[config.mk]
export PLATFORM = sky130hd
export DESIGN_NAME = lazy_deletion_list_table_top_flat
export DESIGN_NICKNAME = d
export VERILOG_FILES = /design/src/design/ldl_pkg.sv /design/src/design/ldl_if.sv /design/src/design/ldl_cell.sv /design/src/design/ldl_chain.sv /design/src/design/lazy_deletion_list_table_top.sv /design/src/flat_wrapper.sv
export SDC_FILE = /design/constraint.sdc
export NUM_CORES = 1
export LEC_CHECK = 0
export ABC_AREA = 1
export BUFFER_PORTS_ARGS = -buffer_cell sky130_fd_sc_hd__buf_2
export CORE_MARGIN = 4
export CORE_UTILIZATION = 56
export CTS_CLUSTER_DIAMETER = 100
export DETAILED_ROUTE_END_ITERATION = 8
export PLACE_DENSITY = 0.76
export SLEW_MARGIN = 30
export SYNTH_ARGS = -nofsm -noshare
export SYNTH_HDL_FRONTEND = slang
export SYNTH_SLANG_ARGS = --single-unit
[constraint.sdc]
create_clock -name clk -period 3.6 [get_ports clk]
set_input_delay 0.18 -clock clk [delete_from_list [all_inputs] [get_ports clk]]
set_output_delay 0.18 -clock clk [all_outputs]
set_load 0.01 [all_outputs]
[src/design/ldl_pkg.sv]
`timescale 1ns / 1ps
`default_nettype none
// ----------------------------------------------------------------------------
// ldl_pkg: shared types and constants
// Opcodes, status codes, field widths and the cell command word used by the
// lazy deletion list table.
// ----------------------------------------------------------------------------
package ldl_pkg;

  localparam int DEPTH_DEF   = 16;
  localparam int VALUE_W_DEF = 32;

  // fixed field widths of the channels
  localparam int OPC_W  = 2;
  localparam int VAL_W  = 32;
  localparam int POS_W  = 4;
  localparam int STAT_W = 3;
  localparam int LEN_W  = 5;

  typedef enum logic [OPC_W-1:0] {
    OP_INSERT = 2'd0,
    OP_DELETE = 2'd1,
    OP_READ   = 2'd2,
    OP_NOP    = 2'd3
  } opcode_t;

  typedef enum logic [STAT_W-1:0] {
    STAT_OK        = 3'd0,
    STAT_NOT_FOUND = 3'd1,
    STAT_EMPTY     = 3'd2,
    STAT_FULL      = 3'd3,
    STAT_RANGE     = 3'd4
  } status_t;

  // what every cell of the chain does in a cycle
  typedef enum logic [2:0] {
    CO_HOLD,
    CO_PUSH,    // take the left neighbour's entry
    CO_ROTATE,  // take the right neighbour's entry
    CO_PURGE,   // drop marked entry, clear mark
    CO_SORT     // odd-even exchange of holes towards the back
  } cell_op_t;

  typedef struct packed {
    cell_op_t op;
    logic     phase;  // which pairs exchange during CO_SORT
  } cell_cmd_t;

  typedef enum logic [2:0] {
    S_IDLE,
    S_PUSH,
    S_SCAN,
    S_PURGE,
    S_SORT,
    S_DONE
  } state_t;

endpackage
`default_nettype wire

[src/design/ldl_if.sv]
`timescale 1ns / 1ps
`default_nettype none
// ----------------------------------------------------------------------------
// ldl_if: channel interfaces
// Valid/ready channels for the command word and the result word.
// ----------------------------------------------------------------------------
interface ldl_in_if;
  import ldl_pkg::*;
  logic                     valid;
  logic                     ready;
  logic [OPC_W-1:0]         opcode;
  logic signed [VAL_W-1:0]  value;
  logic [POS_W-1:0]         position;
  modport source (output valid, opcode, value, position, input ready);
  modport sink   (input valid, opcode, value, position, output ready);
endinterface

interface ldl_out_if;
  import ldl_pkg::*;
  logic                     valid;
  logic                     ready;
  logic [STAT_W-1:0]        status;
  logic                     compacted;
  logic [LEN_W-1:0]         list_length;
  logic [LEN_W-1:0]         marked_count;
  logic signed [VAL_W-1:0]  read_value;
  logic                     read_marked;
  modport source (output valid, status, compacted, list_length, marked_count,
                  read_value, read_marked, input ready);
  modport sink   (input valid, status, compacted, list_length, marked_count,
                  read_value, read_marked, output ready);
endinterface
`default_nettype wire

[src/design/ldl_cell.sv]
`timescale 1ns / 1ps
`default_nettype none
// ----------------------------------------------------------------------------
// ldl_cell: one list slot
// Holds a value, its deleted mark and an occupied flag; moves to or from its
// neighbours as the chain command says.
// ----------------------------------------------------------------------------
module ldl_cell #(
  parameter int VALUE_W = 32,
  parameter int IDX     = 0
) (
  input  wire logic               clk,
  input  wire logic               rst_n,
  input  wire ldl_pkg::cell_cmd_t cmd,
  input  wire logic [VALUE_W-1:0] left_value,
  input  wire logic               left_mark,
  input  wire logic               left_occ,
  input  wire logic [VALUE_W-1:0] right_value,
  input  wire logic               right_mark,
  input  wire logic               right_occ,
  output logic [VALUE_W-1:0]      value,
  output logic                    mark,
  output logic                    occ
);
  import ldl_pkg::*;

  localparam logic PAR = 1'(IDX % 2);

  logic [VALUE_W-1:0] value_r, value_nxt;
  logic               mark_r, mark_nxt;
  logic               occ_r, occ_nxt;

  always_comb begin
    value_nxt = value_r;
    mark_nxt  = mark_r;
    occ_nxt   = occ_r;
    unique case (cmd.op)
      CO_HOLD: ;
      CO_PUSH: begin
        value_nxt = left_value;
        mark_nxt  = left_mark;
        occ_nxt   = left_occ;
      end
      CO_ROTATE: begin
        value_nxt = right_value;
        mark_nxt  = right_mark;
        occ_nxt   = right_occ;
      end
      CO_PURGE: begin
        occ_nxt  = occ_r & ~mark_r;
        mark_nxt = 1'b0;
      end
      CO_SORT: begin
        // left member of a pair pulls a live entry into its hole,
        // right member gives it up
        if (PAR == cmd.phase) begin
          if (!occ_r && right_occ) begin
            value_nxt = right_value;
            mark_nxt  = right_mark;
            occ_nxt   = right_occ;
          end
        end else if (!left_occ && occ_r) begin
          value_nxt = left_value;
          mark_nxt  = left_mark;
          occ_nxt   = left_occ;
        end
      end
      default: ;
    endcase
  end

  always_ff @(posedge clk) begin
    value_r <= value_nxt;
  end

  always_ff @(posedge clk) begin
    if (!rst_n) begin
      mark_r <= 1'b0;
      occ_r  <= 1'b0;
    end else begin
      mark_r <= mark_nxt;
      occ_r  <= occ_nxt;
    end
  end

  assign value = value_r;
  assign mark  = mark_r;
  assign occ   = occ_r;

endmodule
`default_nettype wire

[src/design/ldl_chain.sv]
`timescale 1ns / 1ps
`default_nettype none
// ----------------------------------------------------------------------------
// ldl_chain: row of list cells
// Cell 0 is the list front; the head input feeds it, the tail input feeds
// the last cell.
// ----------------------------------------------------------------------------
module ldl_chain #(
  parameter int DEPTH   = 16,
  parameter int VALUE_W = 32
) (
  input  wire logic               clk,
  input  wire logic               rst_n,
  input  wire ldl_pkg::cell_cmd_t cmd,
  input  wire logic [VALUE_W-1:0] head_in_value,
  input  wire logic               head_in_mark,
  input  wire logic               head_in_occ,
  input  wire logic [VALUE_W-1:0] tail_in_value,
  input  wire logic               tail_in_mark,
  input  wire logic               tail_in_occ,
  output logic [VALUE_W-1:0]      head_value,
  output logic                    head_mark,
  output logic                    head_occ
);
  import ldl_pkg::*;

  logic [VALUE_W-1:0] val_a  [DEPTH];
  logic               mark_a [DEPTH];
  logic               occ_a  [DEPTH];

  for (genvar g = 0; g < DEPTH; g++) begin : g_cell
    logic [VALUE_W-1:0] lv, rv;
    logic               lm, lo, rm, ro;

    if (g == 0) begin : g_head
      assign lv = head_in_value;
      assign lm = head_in_mark;
      assign lo = head_in_occ;
    end else begin : g_mid_l
      assign lv = val_a[g-1];
      assign lm = mark_a[g-1];
      assign lo = occ_a[g-1];
    end

    if (g == DEPTH - 1) begin : g_tail
      assign rv = tail_in_value;
      assign rm = tail_in_mark;
      assign ro = tail_in_occ;
    end else begin : g_mid_r
      assign rv = val_a[g+1];
      assign rm = mark_a[g+1];
      assign ro = occ_a[g+1];
    end

    ldl_cell #(
      .VALUE_W (VALUE_W),
      .IDX     (g)
    ) u_cell (
      .clk         (clk),
      .rst_n       (rst_n),
      .cmd         (cmd),
      .left_value  (lv),
      .left_mark   (lm),
      .left_occ    (lo),
      .right_value (rv),
      .right_mark  (rm),
      .right_occ   (ro),
      .value       (val_a[g]),
      .mark        (mark_a[g]),
      .occ         (occ_a[g])
    );
  end

  assign head_value = val_a[0];
  assign head_mark  = mark_a[0];
  assign head_occ   = occ_a[0];

endmodule
`default_nettype wire

[src/design/lazy_deletion_list_table_top.sv]
`timescale 1ns / 1ps
`default_nettype none
// ----------------------------------------------------------------------------
// lazy_deletion_list_table_top: ordered list with lazy deletion
// Command words come in on in_ch, one result word per command leaves on out_ch.
// ----------------------------------------------------------------------------
// Usage notes
//  - One command is worked at a time; in_ch.ready is high only while idle.
//  - Insert: the cell row shifts once towards the back, then the result is
//    written. A full table goes straight to the result.
//  - Delete and read: the whole row is rotated once past the front cell,
//    each entry compared or captured at the front.
//  - A delete that trips compaction adds a purge step and DEPTH rounds of
//    odd-even exchange that push holes to the back.
//  - Empty list, out-of-range read and the no-op go straight to the result.
//  - The result sits in an output register: the next command is taken while
//    an earlier word still waits; if the receiver stalls with a word held and
//    another is finished, the block waits in its done state.
//  - Synchronous active-low reset empties the list and clears all marks;
//    stored values are not cleared, cells past the length are never read.
// ----------------------------------------------------------------------------
module lazy_deletion_list_table_top #(
  parameter int DEPTH   = ldl_pkg::DEPTH_DEF,
  parameter int VALUE_W = ldl_pkg::VALUE_W_DEF
) (
  input  wire logic clk,
  input  wire logic rst_n,
  ldl_in_if.sink    in_ch,
  ldl_out_if.source out_ch
);
  import ldl_pkg::*;

  localparam int CW   = $clog2(DEPTH + 1);    // length counter
  localparam int SW   = $clog2(DEPTH);        // step counter
  localparam int CMPW = (CW > POS_W) ? CW : POS_W;

  // control
  state_t        state_r, state_nxt;
  logic [CW-1:0] count_r, count_nxt;
  logic [CW-1:0] marked_r, marked_nxt;
  logic          out_valid_r, out_valid_nxt;
  // working registers
  opcode_t            opc_r, opc_nxt;
  logic [VALUE_W-1:0] key_r, key_nxt;
  logic [POS_W-1:0]   pos_r, pos_nxt;
  logic [SW-1:0]      step_r, step_nxt;
  logic               found_r, found_nxt;
  status_t            status_r, status_nxt;
  logic               compacted_r, compacted_nxt;
  logic [VAL_W-1:0]   rval_r, rval_nxt;
  logic               rmark_r, rmark_nxt;
  // output word
  logic [STAT_W-1:0] o_status_r, o_status_nxt;
  logic              o_comp_r, o_comp_nxt;
  logic [LEN_W-1:0]  o_len_r, o_len_nxt;
  logic [LEN_W-1:0]  o_mark_r, o_mark_nxt;
  logic [VAL_W-1:0]  o_rval_r, o_rval_nxt;
  logic              o_rmark_r, o_rmark_nxt;

  // chain hookup
  cell_cmd_t          cmd;
  logic [VALUE_W-1:0] head_in_value, tail_in_value, head_value;
  logic               head_in_mark, head_in_occ, tail_in_mark, tail_in_occ;
  logic               head_mark, head_occ;

  logic accept, hit, last_step, out_free;

  assign in_ch.ready = (state_r == S_IDLE);
  assign accept      = in_ch.valid && in_ch.ready;
  assign last_step   = (step_r == SW'(DEPTH - 1));
  assign out_free    = !out_valid_r || out_ch.ready;

  // first live match passing the front cell during a delete scan
  assign hit = (opc_r == OP_DELETE) && !found_r && head_occ && !head_mark &&
               (head_value == key_r);

  always_comb begin
    state_nxt     = state_r;
    count_nxt     = count_r;
    marked_nxt    = marked_r;
    out_valid_nxt = out_valid_r;
    opc_nxt       = opc_r;
    key_nxt       = key_r;
    pos_nxt       = pos_r;
    step_nxt      = step_r;
    found_nxt     = found_r;
    status_nxt    = status_r;
    compacted_nxt = compacted_r;
    rval_nxt      = rval_r;
    rmark_nxt     = rmark_r;
    o_status_nxt  = o_status_r;
    o_comp_nxt    = o_comp_r;
    o_len_nxt     = o_len_r;
    o_mark_nxt    = o_mark_r;
    o_rval_nxt    = o_rval_r;
    o_rmark_nxt   = o_rmark_r;

    cmd.op        = CO_HOLD;
    cmd.phase     = step_r[0];
    head_in_value = key_r;
    head_in_mark  = 1'b0;
    head_in_occ   = 1'b1;     // never a hole in front of cell 0
    tail_in_value = head_value;
    tail_in_mark  = head_mark | hit;
    tail_in_occ   = head_occ;

    if (out_valid_r && out_ch.ready) out_valid_nxt = 1'b0;

    unique case (state_r)
      S_IDLE: begin
        if (accept) begin
          opc_nxt       = opcode_t'(in_ch.opcode);
          key_nxt       = VALUE_W'(in_ch.value);
          pos_nxt       = in_ch.position;
          step_nxt      = '0;
          found_nxt     = 1'b0;
          compacted_nxt = 1'b0;
          rval_nxt      = '0;
          rmark_nxt     = 1'b0;
          status_nxt    = STAT_OK;
          state_nxt     = S_DONE;
          unique case (opcode_t'(in_ch.opcode))
            OP_INSERT: begin
              if (count_r == CW'(DEPTH)) status_nxt = STAT_FULL;
              else                       state_nxt  = S_PUSH;
            end
            OP_DELETE: begin
              if (count_r == '0) begin
                status_nxt = STAT_EMPTY;
              end else begin
                status_nxt = STAT_NOT_FOUND;
                state_nxt  = S_SCAN;
              end
            end
            OP_READ: begin
              if (CMPW'(in_ch.position) < CMPW'(count_r) &&
                  CMPW'(in_ch.position) < CMPW'(DEPTH)) state_nxt  = S_SCAN;
              else                                     status_nxt = STAT_RANGE;
            end
            OP_NOP: ;
            default: ;
          endcase
        end
      end
      S_PUSH: begin
        cmd.op    = CO_PUSH;
        count_nxt = count_r + CW'(1);
        state_nxt = S_DONE;
      end
      S_SCAN: begin
        // full rotation: the row is back in order after DEPTH steps
        cmd.op   = CO_ROTATE;
        step_nxt = step_r + SW'(1);
        if (hit) begin
          found_nxt  = 1'b1;
          status_nxt = STAT_OK;
        end
        marked_nxt = marked_r + CW'(hit);
        if (opc_r == OP_READ && CMPW'(step_r) == CMPW'(pos_r)) begin
          rval_nxt  = VAL_W'(signed'(head_value));
          rmark_nxt = head_mark;
        end
        if (last_step) begin
          step_nxt = '0;
          if (opc_r == OP_DELETE && (marked_r + CW'(hit)) > (count_r >> 1))
            state_nxt = S_PURGE;
          else
            state_nxt = S_DONE;
        end
      end
      S_PURGE: begin
        cmd.op        = CO_PURGE;
        compacted_nxt = 1'b1;
        count_nxt     = count_r - marked_r;
        marked_nxt    = '0;
        step_nxt      = '0;
        state_nxt     = S_SORT;
      end
      S_SORT: begin
        cmd.op      = CO_SORT;
        tail_in_occ = 1'b0;   // nothing beyond the last cell
        step_nxt    = step_r + SW'(1);
        if (last_step) state_nxt = S_DONE;
      end
      S_DONE: begin
        if (out_free) begin
          out_valid_nxt = 1'b1;
          o_status_nxt  = status_r;
          o_comp_nxt    = compacted_r;
          o_len_nxt     = LEN_W'(count_r);
          o_mark_nxt    = LEN_W'(marked_r);
          o_rval_nxt    = rval_r;
          o_rmark_nxt   = rmark_r;
          state_nxt     = S_IDLE;
        end
      end
      default: state_nxt = S_IDLE;
    endcase
  end

  always_ff @(posedge clk) begin
    if (!rst_n) begin
      state_r     <= S_IDLE;
      count_r     <= '0;
      marked_r    <= '0;
      out_valid_r <= 1'b0;
      found_r     <= 1'b0;
    end else begin
      state_r     <= state_nxt;
      count_r     <= count_nxt;
      marked_r    <= marked_nxt;
      out_valid_r <= out_valid_nxt;
      found_r     <= found_nxt;
    end
  end

  always_ff @(posedge clk) begin
    opc_r       <= opc_nxt;
    key_r       <= key_nxt;
    pos_r       <= pos_nxt;
    step_r      <= step_nxt;
    status_r    <= status_nxt;
    compacted_r <= compacted_nxt;
    rval_r      <= rval_nxt;
    rmark_r     <= rmark_nxt;
    o_status_r  <= o_status_nxt;
    o_comp_r    <= o_comp_nxt;
    o_len_r     <= o_len_nxt;
    o_mark_r    <= o_mark_nxt;
    o_rval_r    <= o_rval_nxt;
    o_rmark_r   <= o_rmark_nxt;
  end

  ldl_chain #(
    .DEPTH   (DEPTH),
    .VALUE_W (VALUE_W)
  ) u_chain (
    .clk           (clk),
    .rst_n         (rst_n),
    .cmd           (cmd),
    .head_in_value (head_in_value),
    .head_in_mark  (head_in_mark),
    .head_in_occ   (head_in_occ),
    .tail_in_value (tail_in_value),
    .tail_in_mark  (tail_in_mark),
    .tail_in_occ   (tail_in_occ),
    .head_value    (head_value),
    .head_mark     (head_mark),
    .head_occ      (head_occ)
  );

  assign out_ch.valid        = out_valid_r;
  assign out_ch.status       = o_status_r;
  assign out_ch.compacted    = o_comp_r;
  assign out_ch.list_length  = o_len_r;
  assign out_ch.marked_count = o_mark_r;
  assign out_ch.read_value   = o_rval_r;
  assign out_ch.read_marked  = o_rmark_r;

endmodule
`default_nettype wire

[src/flat_wrapper.sv]
// flat-port wrapper written by rule: the top's interface ports become plain ports
module lazy_deletion_list_table_top_flat import ldl_pkg::*;
#(
  parameter int DEPTH   = ldl_pkg::DEPTH_DEF,
  parameter int VALUE_W = ldl_pkg::VALUE_W_DEF
)
  (clk, rst_n, in_ch_valid, in_ch_opcode, in_ch_value, in_ch_position, in_ch_ready, out_ch_valid, out_ch_status, out_ch_compacted, out_ch_list_length, out_ch_marked_count, out_ch_read_value, out_ch_read_marked, out_ch_ready);
  ldl_in_if in_ch_i ();
  ldl_out_if out_ch_i ();
  input  wire logic clk;
  input  wire logic rst_n;
  input wire logic [$bits(in_ch_i.valid)-1:0] in_ch_valid;
  input wire logic [$bits(in_ch_i.opcode)-1:0] in_ch_opcode;
  input wire logic [$bits(in_ch_i.value)-1:0] in_ch_value;
  input wire logic [$bits(in_ch_i.position)-1:0] in_ch_position;
  output wire logic [$bits(in_ch_i.ready)-1:0] in_ch_ready;
  output wire logic [$bits(out_ch_i.valid)-1:0] out_ch_valid;
  output wire logic [$bits(out_ch_i.status)-1:0] out_ch_status;
  output wire logic [$bits(out_ch_i.compacted)-1:0] out_ch_compacted;
  output wire logic [$bits(out_ch_i.list_length)-1:0] out_ch_list_length;
  output wire logic [$bits(out_ch_i.marked_count)-1:0] out_ch_marked_count;
  output wire logic [$bits(out_ch_i.read_value)-1:0] out_ch_read_value;
  output wire logic [$bits(out_ch_i.read_marked)-1:0] out_ch_read_marked;
  input wire logic [$bits(out_ch_i.ready)-1:0] out_ch_ready;
  assign in_ch_i.valid = in_ch_valid;
  assign in_ch_i.opcode = in_ch_opcode;
  assign in_ch_i.value = in_ch_value;
  assign in_ch_i.position = in_ch_position;
  assign in_ch_ready = in_ch_i.ready;
  assign out_ch_valid = out_ch_i.valid;
  assign out_ch_status = out_ch_i.status;
  assign out_ch_compacted = out_ch_i.compacted;
  assign out_ch_list_length = out_ch_i.list_length;
  assign out_ch_marked_count = out_ch_i.marked_count;
  assign out_ch_read_value = out_ch_i.read_value;
  assign out_ch_read_marked = out_ch_i.read_marked;
  assign out_ch_i.ready = out_ch_ready;
  lazy_deletion_list_table_top #(.DEPTH(DEPTH), .VALUE_W(VALUE_W)) u_core (.clk(clk), .rst_n(rst_n), .in_ch(in_ch_i), .out_ch(out_ch_i));
endmodule
==> results.yml <==
sta:
  worst_slew_pin_slew_ns: 0.938
  rsz0062_at_grt: "no"
  fmax_mhz: 305
  fin_crit_ns: 3.28
  tns_ns: 0
  skew_ns: 0.0246
  finalSetupViolCount: 0
  hold_viol_final: 0
  drv_slew: 0
  slew_headroom_pct: 37.5
  period_share_pct: 91.0
yosys:
  synth.area.top_cells: "edfxtp_1 65%, nand2_1 16%, o21ai_0 4.9%"
  synth_edf_count: 638
  synth-main-ff-cell: "edfxtp_1"
  yosysWarnings: 0
  synth_common_cells: "1,286 x nand2_1, 638 x edfxtp_1, 289 x o21ai_0, 211 x inv_1, 120 x nor2_1"
  syn_nets: 2956
  syn_inst: 2899
  synth_top_area_cell: "edfxtp_1"
  syn-mean-instance-area_um2: 10.2
  synth.ff_latch_count: 685
  netlist_area_um2: 29500
  synth_seq_area_share_pct: 68.2
  synth.distinct_cells: 43
  synth_most_common_cell: "nand2_1"
  yosysTopAreaCellShare_pct: 65.0
  async_reset_ff_share_pct: 0
worst_setup_path:
  crit_family: "simple AND/OR/NAND/NOR gates"
  critical_path_buf_inv_count: 2
  path_common_cell: "nand2_1"
  crit_path_start_kind: "register"
  cpMaxStageDelayCell: "edfxtp_1"
  worstSetupEndpointType: "register"
  cp_slowest_stage_delay_ns: 0.45
  path_cells: "xnor2_2 -> nand3_1 -> or2_2 -> nor4_4 -> buf_4 -> ha_1 -> ha_1 -> xor2_1 -> ha_1 -> nand2_1 -> inv_1 -> nand2_1 -> nand2_1 -> nand2_1 -> nand2_1 -> nand2_1 -> nand2_1 -> nand3_1 -> nand2_1 -> a21oi_1"
  critical_path_class: "register to register"
  cp_max_fo: 3
  arrival_ns: 3.79
  crit_required_ns: 4.11
drt:
  viasPerCell: 5.81
  drcViolationCount: 0
  wl_met3_um: 6280
  top_layer: "met5"
  num_vias: 21766
  drtAntennaViolNets: 0
  wl_met1_um: 32500
  dr.pass1.iters: 7
  wl_met2_um: 41500
  drt_iter0_markers: 2878
  wl_per_cell_um: 22.5
  finalWirelength_um: 84500
clocking:
  cts_setup_buffers: 0
  cts.sinks: 685
  cts_root_buf: "clkbuf_16"
  clk_pin_slew_ns: 0.06
  cts.path.max_buffers: 3
  cts_tree: "built"
  htreeDepth: 3
  numCtsBuffers: 71
  clkLatencyLatePin_ns: 0.62
placed_design:
  place_inst: 3585
  globalplace.congestion: 0.934
  dp_hpwl_um: 54400
  port_buffers: 90
final_layout:
  final_nets: 3074
  syn2layout_area_growth_pct: 12.9
  fin_cells: 3748
  filler_cell_count: 3975
  drive_gt1_share_pct: 8.84
  finish.utilization_pct: 64.3
floorplan:
  start_util_pct: 56.9
  num_rows: 83
  ios: 91
  die_x_um: 237
  core_um2: 51700
  die_h_um: 237
  die_area_um2: 56300
flow_run:
  max-cap-violations: 0
global_routing:
  grt-ovfl-total: 0
  grt_pass1_wl_um: 127000
  grt_pass1_vias: 21187
  antenna_found_initial: 1
  grt_use_total_pct: 29.5
  grt_max_degree: 186
power:
  max-vdd-ir-drop_v: 0.00107
  leakagePower_uw: 0.0137
  power.density_nw_per_um2: 1070
worst_hold_path:
  hold_class: "input pin to register"
run_status:
  status: "finished, final reports clean"
## tightest hold or removal path, stage by stage
cell	delay (ns)
buf_2	0.26
o21ai_0	0.13
a21oi_1	0.05
## cells in the final DEF (no fill, tap or decap), drive strengths merged, types with 27 or more instances in the layout
master | netlist | routed
dfxtp | 47 | 47
o21ai | 294 | 294
nor2 | 128 | 128
buf | 89 | 133
clkbuf | 38 | 94
inv | 216 | 221
a21oi | 47 | 47
dlygate4sd3 | 0 | 39
nand2 | 1290 | 1290
edfxtp | 638 | 638
nand3 | 27 | 27
## through the flow
step | total power, µW | hold WS (ns) | setup slack [ns] | area (µm²)
finish | 35700 | 0.0642 | 0.322 | 33300
global route | 37500 | 0.0625 | 0.0328 | 33300
CTS | 35600 | 0.0296 | 0.0806 | 33200
detailed placement | 28400 | 0.361 | 0.120 | 30700
global placement | 28000 | 0.367 | 0.145 | 30700
floorplan | 23400 | 0.279 | 0.195 | 29500
## area by class of cell
| cell class | count | area, µm² | share of cell area (%) |
|---|---|---|---|
| Tap cell | 680 | 851 | 2.56 |
| Sequential cell | 685 | 20100 | 60.4 |
| Timing Repair Buffer | 172 | 1280 | 3.84 |
| Multi-Input combinational cell | 1870 | 8040 | 24.2 |
| Clock buffer | 94 | 1890 | 5.70 |
| Antenna cell | 1 | 2.50 | 0.00752 |
| Clock inverter | 29 | 272 | 0.816 |
| Inverter | 217 | 825 | 2.48 |
## metal layers
layer  up-vias  track usage [%]
met5         -                0
met4         2             12.5
met3       216             4.14
met2      1207             49.7
met1     10520             38.7
li1       9821                -
## timing repair
action,in CTS,in global routing
endpoints found under the hold margin,39,0
hold buffers,39,0
resized for setup,0,3
endpoints found under the setup margin,0,2
## flip-flops by register name (all words and copies together), names as in the netlist
register and flops:
u_core.u_chain.g_cell.u_cell.value 512, u_core.head_in_value 32, u_core.out_ch.read_value 32, u_core.rval_r 32, u_core.u_chain.g_cell.u_cell.mark 16, u_core.u_chain.g_cell.u_cell.occ 16
u_core.count_r 5, u_core.marked_r 5, u_core.out_ch.list_length 5, u_core.out_ch.marked_count 5, u_core.pos_r 4, u_core.step_r 4
u_core.out_ch.status 3, u_core.state_r 3, u_core.status_r 3, u_core.opc_r 2, u_core.compacted_r 1, u_core.found_r 1
u_core.out_ch.compacted 1, u_core.out_ch.read_marked 1, u_core.out_ch.valid 1, u_core.rmark_r 1
## power by group
| part | total [µW] | internal, µW | switching [µW] |
|---|---|---|---|
| clock | 7030 | 3950 | 3080 |
| combinational | 11600 | 2870 | 8710 |
| sequential | 17100 | 14900 | 2180 |
## cell families after synthesis
logic type / after synthesis / synth area share, %
AOI/OAI and AO/OA: 378 / 6.72
xor gates and xnor gates: 13 / 0.387
and+or+nand+nor: 1464 / 19.1
adders and majority gates: 15 / 0.663
DFF: 685 / 68.2
buffers and inverters: 344 / 4.87
## path summary, 6_finish.rpt
check,slack [ns],cells past startpoint,end,from
setup reg to reg,0.32,20,u_core.state_r[2],u_core.u_chain.g_cell[0].u_cell.value[8]
setup / recovery,0.32,20,u_core.state_r[2],u_core.u_chain.g_cell[0].u_cell.value[8]
hold reg to reg,0.42,0,u_core.out_ch.read_value[30],u_core.rval_r[30]
hold / removal,0.06,3,u_core.count_r[0],rst_n
No activity file was read; power rests on OpenSTA's default activity.
